## config.mk

```make
export PLATFORM = sky130hd
export DESIGN_NAME = dfu_request_state_machine_unit
export DESIGN_NICKNAME = d
export VERILOG_FILES = /design/src/rtl/core/dfu_pkg.sv /design/src/rtl/core/dfu_request_state_machine_unit.sv
export SDC_FILE = /design/constraint.sdc
export NUM_CORES = 1
export LEC_CHECK = 0
export ABC_AREA = 1
export BUFFER_PORTS_ARGS = -buffer_cell sky130_fd_sc_hd__clkbuf_2
export CORE_MARGIN = 2
export CORE_UTILIZATION = 39
export CTS_BUF_LIST = sky130_fd_sc_hd__clkbuf_16
export CTS_CLUSTER_DIAMETER = 150
export DETAILED_ROUTE_END_ITERATION = 10
export PLACE_DENSITY = 0.67
export SETUP_SLACK_MARGIN = 0.5
export SLEW_MARGIN = 20
export SYNTH_ARGS = -nofsm -noshare
export SYNTH_HDL_FRONTEND = slang
export SYNTH_SLANG_ARGS = --single-unit
export TNS_END_PERCENT = 100
```

## constraint.sdc

```tcl
create_clock -name clk -period 4.5 [get_ports clk]
set_input_delay 0.45 -clock clk [delete_from_list [all_inputs] [get_ports clk]]
set_output_delay 0.45 -clock clk [all_outputs]
set_load 0.1 [all_outputs]
```

## src/rtl/core/dfu_pkg.sv

```systemverilog
`default_nettype none

package dfu_pkg;

    // DFU protocol states, in specification order
    typedef enum logic [3:0] {
        ST_APP_IDLE   = 4'd0,
        ST_APP_DETACH = 4'd1,
        ST_DFU_IDLE   = 4'd2,
        ST_DN_SYNC    = 4'd3,
        ST_DN_BUSY    = 4'd4,
        ST_DN_IDLE    = 4'd5,
        ST_MAN_SYNC   = 4'd6,
        ST_MAN        = 4'd7,
        ST_MAN_WAIT   = 4'd8,
        ST_UP_IDLE    = 4'd9,
        ST_ERROR      = 4'd10
    } dfu_phase_t;

    // Class requests
    typedef enum logic [2:0] {
        CMD_DETACH    = 3'd0,
        CMD_DOWNLOAD  = 3'd1,
        CMD_UPLOAD    = 3'd2,
        CMD_GETSTATUS = 3'd3,
        CMD_CLRSTATUS = 3'd4,
        CMD_GETSTATE  = 3'd5,
        CMD_ABORT     = 3'd6,
        CMD_MANIFEST  = 3'd7
    } dfu_cmd_t;

    // Status codes
    localparam logic [3:0] STAT_OK          = 4'd0;
    localparam logic [3:0] STAT_ERR_FILE    = 4'd2;
    localparam logic [3:0] STAT_ERR_NOTDONE = 4'd9;

    // Poll timeouts in milliseconds
    localparam logic [15:0] POLL_DEFAULT_MS = 16'd1;
    localparam logic [15:0] POLL_BUSY_MS    = 16'd100;
    localparam logic [15:0] POLL_MANIF_MS   = 16'd5000;
    localparam logic [15:0] POLL_WAIT_MS    = 16'd500;

    // Register map (word index)
    localparam int          ADDR_WIDTH        = 4;
    localparam logic [1:0]  REG_XFER_SIZE     = 2'd0;
    localparam logic [1:0]  REG_ATTRIBUTES    = 2'd1;
    localparam logic [1:0]  REG_MODE_STRING   = 2'd2;

    localparam logic [15:0] XFER_SIZE_RST     = 16'd64;
    localparam int          ATTR_WILL_DETACH  = 3;

    // Poll timeout that belongs to a state
    function automatic logic [15:0] poll_for_state(input dfu_phase_t s);
        logic [15:0] p;
        p = POLL_DEFAULT_MS;
        if (s == ST_DN_BUSY)
        begin
            p = POLL_BUSY_MS;
        end
        else if (s == ST_MAN)
        begin
            p = POLL_MANIF_MS;
        end
        else if (s == ST_MAN_WAIT)
        begin
            p = POLL_WAIT_MS;
        end
        return p;
    endfunction

endpackage

`default_nettype wire

```

## src/rtl/core/dfu_request_state_machine_unit.sv

```systemverilog
`default_nettype none

// DFU 1.1 request engine. Each input beat is one class request and yields
// exactly one result beat, a snapshot of status, state, poll timeout and
// download counters taken after the request is applied. A request is
// decoded against the protocol state registers in one pass of logic and
// lands in the state and result registers at the accepting edge, so a new
// request is taken in every cycle while the result side keeps up. in_stall
// rises only while a finished result is held by out_stall. Users must write
// the transfer size (0x0), attribute bits (0x4) and mode string index (0x8)
// registers over the APB port only while no request is in flight (unenforced).
module dfu_request_state_machine_unit
    import dfu_pkg::*;
(
    input  wire logic                  clk,
    input  wire logic                  rst_n,

    input  wire logic                  in_valid,
    output logic                       in_stall,
    input  wire logic [2:0]            cmd,
    input  wire logic [15:0]           length,
    input  wire logic [15:0]           detach_timeout,

    output logic                       out_valid,
    input  wire logic                  out_stall,
    output logic [3:0]                 status_code,
    output logic [3:0]                 dfu_state_out,
    output logic [15:0]                poll_timeout,
    output logic [7:0]                 string_index,
    output logic                       ok,
    output logic [15:0]                upload_length,
    output logic [31:0]                bytes_downloaded,
    output logic [31:0]                blocks_downloaded,
    output logic [31:0]                expected_bytes,
    output logic [31:0]                write_offset,

    input  wire logic                  psel,
    input  wire logic                  penable,
    input  wire logic                  pwrite,
    input  wire logic [ADDR_WIDTH-1:0] paddr,
    input  wire logic [31:0]           pwdata,
    output logic [31:0]                prdata,
    output logic                       pready
);

    logic [15:0] xfer_size_reg;
    logic [3:0]  attribute_reg;
    logic [7:0]  mode_string_reg;

    dfu_phase_t  state_reg,    state_next;
    logic [3:0]  status_reg,   status_next;
    logic [15:0] poll_reg,     poll_next;
    logic [31:0] byte_reg,     byte_next;
    logic [31:0] block_reg,    block_next;
    logic [31:0] expected_reg, expected_next;
    logic [31:0] offset_reg,   offset_next;

    logic        out_valid_reg;
    logic        ok_reg,       ok_next;
    logic [15:0] up_len_reg,   up_len_next;
    logic [7:0]  str_idx_reg,  str_idx_next;

    logic        accept;
    logic        cfg_write;
    logic [1:0]  reg_index;
    dfu_cmd_t    req;
    logic [31:0] byte_sum;
    logic        dn_state_ok;
    logic        up_state_ok;
    logic        oversize;

    // Handshake: hold the input while a result waits
    assign in_stall  = out_valid_reg && out_stall;
    assign accept    = in_valid && !in_stall;
    assign req       = dfu_cmd_t'(cmd);

    assign dn_state_ok = (state_reg == ST_DFU_IDLE) || (state_reg == ST_DN_IDLE);
    assign up_state_ok = (state_reg == ST_DFU_IDLE) || (state_reg == ST_UP_IDLE)
                      || (state_reg == ST_ERROR);
    assign oversize    = length > xfer_size_reg;
    assign byte_sum    = byte_reg + {16'd0, length};

    // Configuration port
    assign pready    = 1'b1;
    assign reg_index = paddr[3:2];
    assign cfg_write = psel && penable && pwrite && pready;

    always_ff @(posedge clk or negedge rst_n)
    begin
        if (!rst_n)
        begin
            xfer_size_reg   <= XFER_SIZE_RST;
            attribute_reg   <= 4'd0;
            mode_string_reg <= 8'd0;
        end
        else if (cfg_write)
        begin
            unique case (reg_index)
                REG_XFER_SIZE:   xfer_size_reg   <= pwdata[15:0];
                REG_ATTRIBUTES:  attribute_reg   <= pwdata[3:0];
                REG_MODE_STRING: mode_string_reg <= pwdata[7:0];
                default:         ;
            endcase
        end
    end

    // Register readback
    always_comb
    begin
        unique case (reg_index)
            REG_XFER_SIZE:   prdata = {16'd0, xfer_size_reg};
            REG_ATTRIBUTES:  prdata = {28'd0, attribute_reg};
            REG_MODE_STRING: prdata = {24'd0, mode_string_reg};
            default:         prdata = 32'd0;
        endcase
    end

    // Next protocol state
    always_comb
    begin
        state_next = state_reg;
        unique case (req) inside
            CMD_DETACH:
            begin
                if ((state_reg == ST_APP_IDLE) || (state_reg == ST_DFU_IDLE))
                begin
                    state_next = attribute_reg[ATTR_WILL_DETACH] ? ST_DFU_IDLE
                                                                 : ST_APP_DETACH;
                end
            end
            CMD_DOWNLOAD:
            begin
                if (!dn_state_ok)
                begin
                    state_next = ST_ERROR;
                end
                else if (length == 16'd0)
                begin
                    state_next = (state_reg == ST_DN_IDLE) ? ST_MAN_SYNC : ST_DN_SYNC;
                end
                else if (oversize)
                begin
                    state_next = ST_ERROR;
                end
                else
                begin
                    state_next = ST_DN_IDLE;
                end
            end
            CMD_UPLOAD:
            begin
                if (up_state_ok)
                begin
                    state_next = ST_UP_IDLE;
                end
            end
            CMD_CLRSTATUS:
            begin
                if (state_reg == ST_ERROR)
                begin
                    state_next = ST_DFU_IDLE;
                end
            end
            CMD_ABORT:
            begin
                state_next = ST_DFU_IDLE;
            end
            CMD_MANIFEST:
            begin
                if ((state_reg == ST_MAN_SYNC) || (state_reg == ST_MAN))
                begin
                    state_next = ST_MAN_WAIT;
                end
            end
            CMD_GETSTATUS, CMD_GETSTATE:
            begin
                state_next = state_reg;
            end
            default:
            begin
                state_next = state_reg;
            end
        endcase
    end

    // Status, timeout, counters and result fields
    always_comb
    begin
        status_next   = status_reg;
        poll_next     = poll_reg;
        byte_next     = byte_reg;
        block_next    = block_reg;
        expected_next = expected_reg;
        offset_next   = offset_reg;
        ok_next       = 1'b1;
        up_len_next   = 16'd0;
        unique case (req) inside
            CMD_DETACH:
            begin
                if ((state_reg == ST_APP_IDLE) || (state_reg == ST_DFU_IDLE))
                begin
                    poll_next = detach_timeout;
                end
                else
                begin
                    ok_next = 1'b0;
                end
            end
            CMD_DOWNLOAD:
            begin
                if (!dn_state_ok)
                begin
                    status_next = STAT_ERR_NOTDONE;
                    ok_next     = 1'b0;
                end
                else if (length == 16'd0)
                begin
                    // empty block in dnload-idle starts manifestation
                    if (state_reg != ST_DN_IDLE)
                    begin
                        poll_next = poll_for_state(state_next);
                        ok_next   = (status_reg == STAT_OK);
                    end
                end
                else if (oversize)
                begin
                    status_next = STAT_ERR_FILE;
                    ok_next     = 1'b0;
                end
                else
                begin
                    byte_next   = byte_sum;
                    block_next  = block_reg + 32'd1;
                    offset_next = offset_reg + {16'd0, length};
                    status_next = STAT_OK;
                    poll_next   = poll_for_state(state_next);
                    // latch the total on the first short block
                    if ((length < xfer_size_reg) && (expected_reg == 32'd0))
                    begin
                        expected_next = byte_sum;
                    end
                end
            end
            CMD_UPLOAD:
            begin
                if (up_state_ok)
                begin
                    up_len_next = oversize ? xfer_size_reg : length;
                    status_next = STAT_OK;
                end
                else
                begin
                    status_next = STAT_ERR_NOTDONE;
                    ok_next     = 1'b0;
                end
            end
            CMD_CLRSTATUS:
            begin
                if (state_reg == ST_ERROR)
                begin
                    status_next = STAT_OK;
                end
            end
            CMD_ABORT:
            begin
                byte_next     = 32'd0;
                block_next    = 32'd0;
                expected_next = 32'd0;
                status_next   = STAT_OK;
                poll_next     = POLL_DEFAULT_MS;
            end
            CMD_MANIFEST:
            begin
                if ((state_reg == ST_MAN_SYNC) || (state_reg == ST_MAN))
                begin
                    poll_next = POLL_MANIF_MS;
                end
                else
                begin
                    ok_next = 1'b0;
                end
            end
            CMD_GETSTATUS, CMD_GETSTATE:
            begin
                ok_next = 1'b1;
            end
            default:
            begin
                ok_next = 1'b1;
            end
        endcase
        str_idx_next = (state_next >= ST_DFU_IDLE) ? mode_string_reg : 8'd0;
    end

    // Advance protocol state on an accepted beat
    always_ff @(posedge clk or negedge rst_n)
    begin
        if (!rst_n)
        begin
            state_reg    <= ST_DFU_IDLE;
            status_reg   <= STAT_OK;
            poll_reg     <= POLL_DEFAULT_MS;
            byte_reg     <= 32'd0;
            block_reg    <= 32'd0;
            expected_reg <= 32'd0;
            offset_reg   <= 32'd0;
        end
        else if (accept)
        begin
            state_reg    <= state_next;
            status_reg   <= status_next;
            poll_reg     <= poll_next;
            byte_reg     <= byte_next;
            block_reg    <= block_next;
            expected_reg <= expected_next;
            offset_reg   <= offset_next;
        end
    end

    // Result valid: set on accept, drop once taken
    always_ff @(posedge clk or negedge rst_n)
    begin
        if (!rst_n)
        begin
            out_valid_reg <= 1'b0;
        end
        else if (accept)
        begin
            out_valid_reg <= 1'b1;
        end
        else if (!out_stall)
        begin
            out_valid_reg <= 1'b0;
        end
    end

    // Result payload
    always_ff @(posedge clk)
    begin
        if (accept)
        begin
            ok_reg      <= ok_next;
            up_len_reg  <= up_len_next;
            str_idx_reg <= str_idx_next;
        end
    end

    // State registers only move with a new result, so they serve as its payload
    assign out_valid         = out_valid_reg;
    assign status_code       = status_reg;
    assign dfu_state_out     = state_reg;
    assign poll_timeout      = poll_reg;
    assign string_index      = str_idx_reg;
    assign ok                = ok_reg;
    assign upload_length     = up_len_reg;
    assign bytes_downloaded  = byte_reg;
    assign blocks_downloaded = block_reg;
    assign expected_bytes    = expected_reg;
    assign write_offset      = offset_reg;

    // Checks
    a_stall_needs_result: assert property (@(posedge clk) disable iff (!rst_n)
        in_stall |-> out_valid_reg)
        else $error("input stalled with no result pending");

    a_accept_gives_result: assert property (@(posedge clk) disable iff (!rst_n)
        accept |=> out_valid_reg)
        else $error("accepted beat produced no result");

    a_bad_download_errors: assert property (@(posedge clk) disable iff (!rst_n)
        (accept && (req == CMD_DOWNLOAD) && !dn_state_ok)
        |=> (state_reg == ST_ERROR) && (status_reg == STAT_ERR_NOTDONE) && !ok_reg)
        else $error("download in wrong state did not enter error");

    a_abort_clears: assert property (@(posedge clk) disable iff (!rst_n)
        (accept && (req == CMD_ABORT))
        |=> (state_reg == ST_DFU_IDLE) && (byte_reg == 32'd0) && (block_reg == 32'd0)
            && (offset_reg == $past(offset_reg)))
        else $error("abort did not clear totals or disturbed write offset");

endmodule

`default_nettype wire
```

==> results.toml <==
[grt]
grtUsageMet3 = 0.0479
grt_overflow = 0
grt_pass1_wl_um = 60900
grt_max_degree = 102
grt_use_met2 = 0.373
met1_usage = 0.299
antenna_found_initial = 0
grt_pass1_vias = 11500
track_usage = 0.225
top_usage_layer = "met2"

[setup_path]
r2r_slack_ns = 1.50
cp-endpoint = "blocks_downloaded[2]"
timing.rr.end = "blocks_downloaded[2]"
critPathSlowestCell = "buf_4"
path_cells = "inv_1 > ha_1 > a21oi_1 > o21ai_0 > a21oi_1 > nand2_1 > nand2_2 > nand2_2 > nand2_1 > nand2_4 > inv_2 > buf_4 > nand2_1 > a21oi_1"
path_delay_family = "buffers and inverters"
crit_required_ns = 4.94
reg2reg_depth = 14
path_buf_inv = 3
regToRegStartpoint = "xfer_size_reg[15]"
critPathArrivalTime_ns = 3.45
path_class = "flop to flop"
slowest_delay_ns = 0.61
critPathLaunch = "xfer_size_reg[15]"
critPathLaunchType = "flop"
cp.depth = 14
timing.critical_path.fanout_max = 86
cp-end-kind = "flop"

[yosys]
postSynth.asyncResetShare = 0.877
synthAdderAreaFrac = 0.0517
ys.flop_type = "dfrtp_1"
synth_top_family_by_area = "simple AND/OR/NAND/NOR gates"
synth_seq_area_share = 0.415
yosys_warnings = 0
synth_seq_cells = 204
syn-cell-area_mm2 = 0.0126
synth_edf_count = 25
synth_xor_area_frac = 0.0395
synth.avg_cell_area_um2 = 7.26
synth_simple_gate_area_frac = 0.300
synth.distinct_cells = 44
synth_compound_area_frac = 0.112
synth_cells = 1738
synthMuxAreaShare = 0

[cts]
clk_pin_slew_ns = 0.06
cts_resized = 0
cts_tree = "built"
cts_num_sinks = 204
cts_hold_buffers = 0
cts_root_buffer = "clkbuf_16"
cts_setup_buffers = 0
cts_buffers = 25
cts.path.max_buffers = 3
clk_latency_ns = 0.53
cts-htree-levels = 1

[finish]
antenna_cells = 0
synthToLayoutAreaGrowth_pct = 18.5
nNetsFinal = 2109
n_fill_cell = 3252
layout-drive-gt1-share = 0.165

[sta]
fin_worst_skew_ns = 0.0150
holdWs_ns = 0.0512
finalMaxSlewViolations = 0
min_period_ns = 3.00
rsz0062_at_grt = "no"
tns_ns = 0
setup_viol = 0
slew_headroom = 0.320
hold_viol_final = 0
max_freq_mhz = 333
finalCritPeriodShare = 0.668
tightest_slew_ns = 1.02

[route]
num_vias = 12200
routed_wl_um = 38600
wire_per_inst_um = 16.1
drtIter0Drc = 770
drc = 0
drtAntennaViolNets = 0
dr.pass1.iters = 5
viasPerCell = 5.10

[die]
core_area_mm2 = 0.0317
io-pin-count = 290
row_count = 65
die_h_um = 184
die_width_um = 184
dieArea_mm2 = 0.0338
start_util = 0.398

[outcome]
outcome = "finished, final reports clean"

[pwr]
switching_share = 0.576
p_clk_frac = 0.183
power_density_mw_per_mm2 = 713
p_int_mw = 4.52
power_leakage_nw = 7.83
power_frac_comb = 0.557
p_seq_frac = 0.260
switchingPower_mw = 6.15
ir_worst_vdd_v = 0.000529

[placement]
gp_congestion = 0.906
io_buffers = 253
hpwl_um = 29200

[hold_path]
hp-class = "input port to asynchronous set/reset pin"

[flow_run]
cap_violations = 0
==> stage by stage <==
| stage | cells | utilization | cell area (um2) | setup WS [ns] | total power [mW] |
|---|---|---|---|---|---|
| 3_5_place_dp | 2355 | 0.447 | 14200 | 1.13 | 8.73 |
| 2_1_floorplan | 1754 | - | 12700 | 1.05 | 7.53 |
| 3_3_place_gp | 2355 | 0.447 | 14200 | 1.19 | 8.68 |
| 6_report | 2400 | 0.471 | 15000 | 1.50 | 10.7 |
| 5_1_grt | 2400 | 0.471 | 15000 | 1.21 | 11.2 |
| 4_1_cts | 2400 | 0.471 | 15000 | 1.53 | 10.7 |
==> how the worst min path moves through the flow <==
stage	start	to	slack (ns)	depth (start not counted)
after global routing	rst_n	mode_string_reg[2]	0.13	1
after detailed placement	mode_string_reg[5]	mode_string_reg[5]	0.47	2
after global placement	poll_timeout[13]	poll_timeout[13]	0.47	2
after floorplan	rst_n	attribute_reg[0]	0.15	0
final	rst_n	mode_string_reg[2]	0.05	1
after CTS	rst_n	mode_string_reg[2]	0.08	1
==> cell families after synthesis <==
kind of cell | after synthesis
xor+xnor | 57
compound gates | 272
buf+inv | 238
flops | 204
fa+ha+maj | 51
other cells | 2
simple gates | 914
==> synthesized netlist by cell type, types with 3 or more instances <==
library cell / n / area share
a21o_1: 3 / 0.0018
a21oi_1: 94 / 0.037
buf_2: 12 / 0.0048
buf_4: 24 / 0.014
buf_6: 3 / 0.0027
clkbuf_1: 21 / 0.0062
dfrtp_1: 176 / 0.35
dfstp_2: 3 / 0.0062
edfxtp_1: 25 / 0.059
ha_1: 49 / 0.049
inv_1: 168 / 0.050
inv_2: 8 / 0.0024
nand2_1: 551 / 0.16
nand2_2: 8 / 0.0040
nand3_1: 76 / 0.030
nand3b_1: 6 / 0.0036
nand4_1: 19 / 0.0094
nor2_1: 185 / 0.055
nor2_2: 5 / 0.0025
nor2_4: 4 / 0.0036
nor3_1: 34 / 0.013
nor4_1: 15 / 0.0074
o211ai_1: 5 / 0.0030
o21ai_0: 135 / 0.054
o21ai_1: 21 / 0.0083
o21bai_1: 3 / 0.0018
o221ai_1: 3 / 0.0021
o22ai_1: 4 / 0.0020
or2_2: 4 / 0.0020
xnor2_1: 16 / 0.011
xor2_1: 41 / 0.028
==> cell type report <==
cell class,count,area [um2],share of cell area
timing repair buffer,260,1340,0.0894
tap,402,503,0.0336
clock buffer,26,651,0.0435
multi-input combinational,1312,6430,0.430
inverter,177,664,0.0444
clock inverter,19,133,0.00887
sequential,204,5230,0.350
==> layer usage <==
| metal | share of wire | wire (um) | up-vias |
|---|---|---|---|
| li1 | - | - | 6082 |
| met1 | 0.44 | 17100 | 5704 |
| met2 | 0.46 | 17700 | 402 |
| met3 | 0.075 | 2880 | 56 |
| met4 | 0.024 | 927 | 0 |
| met5 | 0 | 0 | - |
==> cells in the final DEF, fill, tap and decap left out, types with 41 or more instances in the layout <==
| cell type | count |
|---|---|
| a21oi_1 | 94 |
| nand3_1 | 76 |
| ha_1 | 49 |
| dfrtp_1 | 176 |
| nor2_1 | 184 |
| xor2_1 | 41 |
| o21ai_0 | 135 |
| inv_1 | 174 |
| clkbuf_2 | 252 |
| nand2_1 | 551 |
==> worst reg2reg max path: stages, from the launching register on <==
cell and delay (ns):
dfrtp_1 0.35, inv_1 0.15, ha_1 0.28, a21oi_1 0.15, o21ai_0 0.09, a21oi_1 0.23
nand2_1 0.15, nand2_2 0.13, nand2_2 0.09, nand2_1 0.17, nand2_4 0.06, inv_2 0.06
buf_4 0.61, nand2_1 0.21, a21oi_1 0.18
==> power by group through the flow <==
stage	sequential, mW	combinational, mW	clock, mW
2_1_floorplan	5.58	1.96	0
3_3_place_gp	2.77	5.90	0
3_5_place_dp	2.80	5.94	0
4_1_cts	2.77	5.95	2.00
5_1_grt	2.83	6.34	2.08
6_report	2.77	5.94	1.95
(Power assumes the default switching activity.)
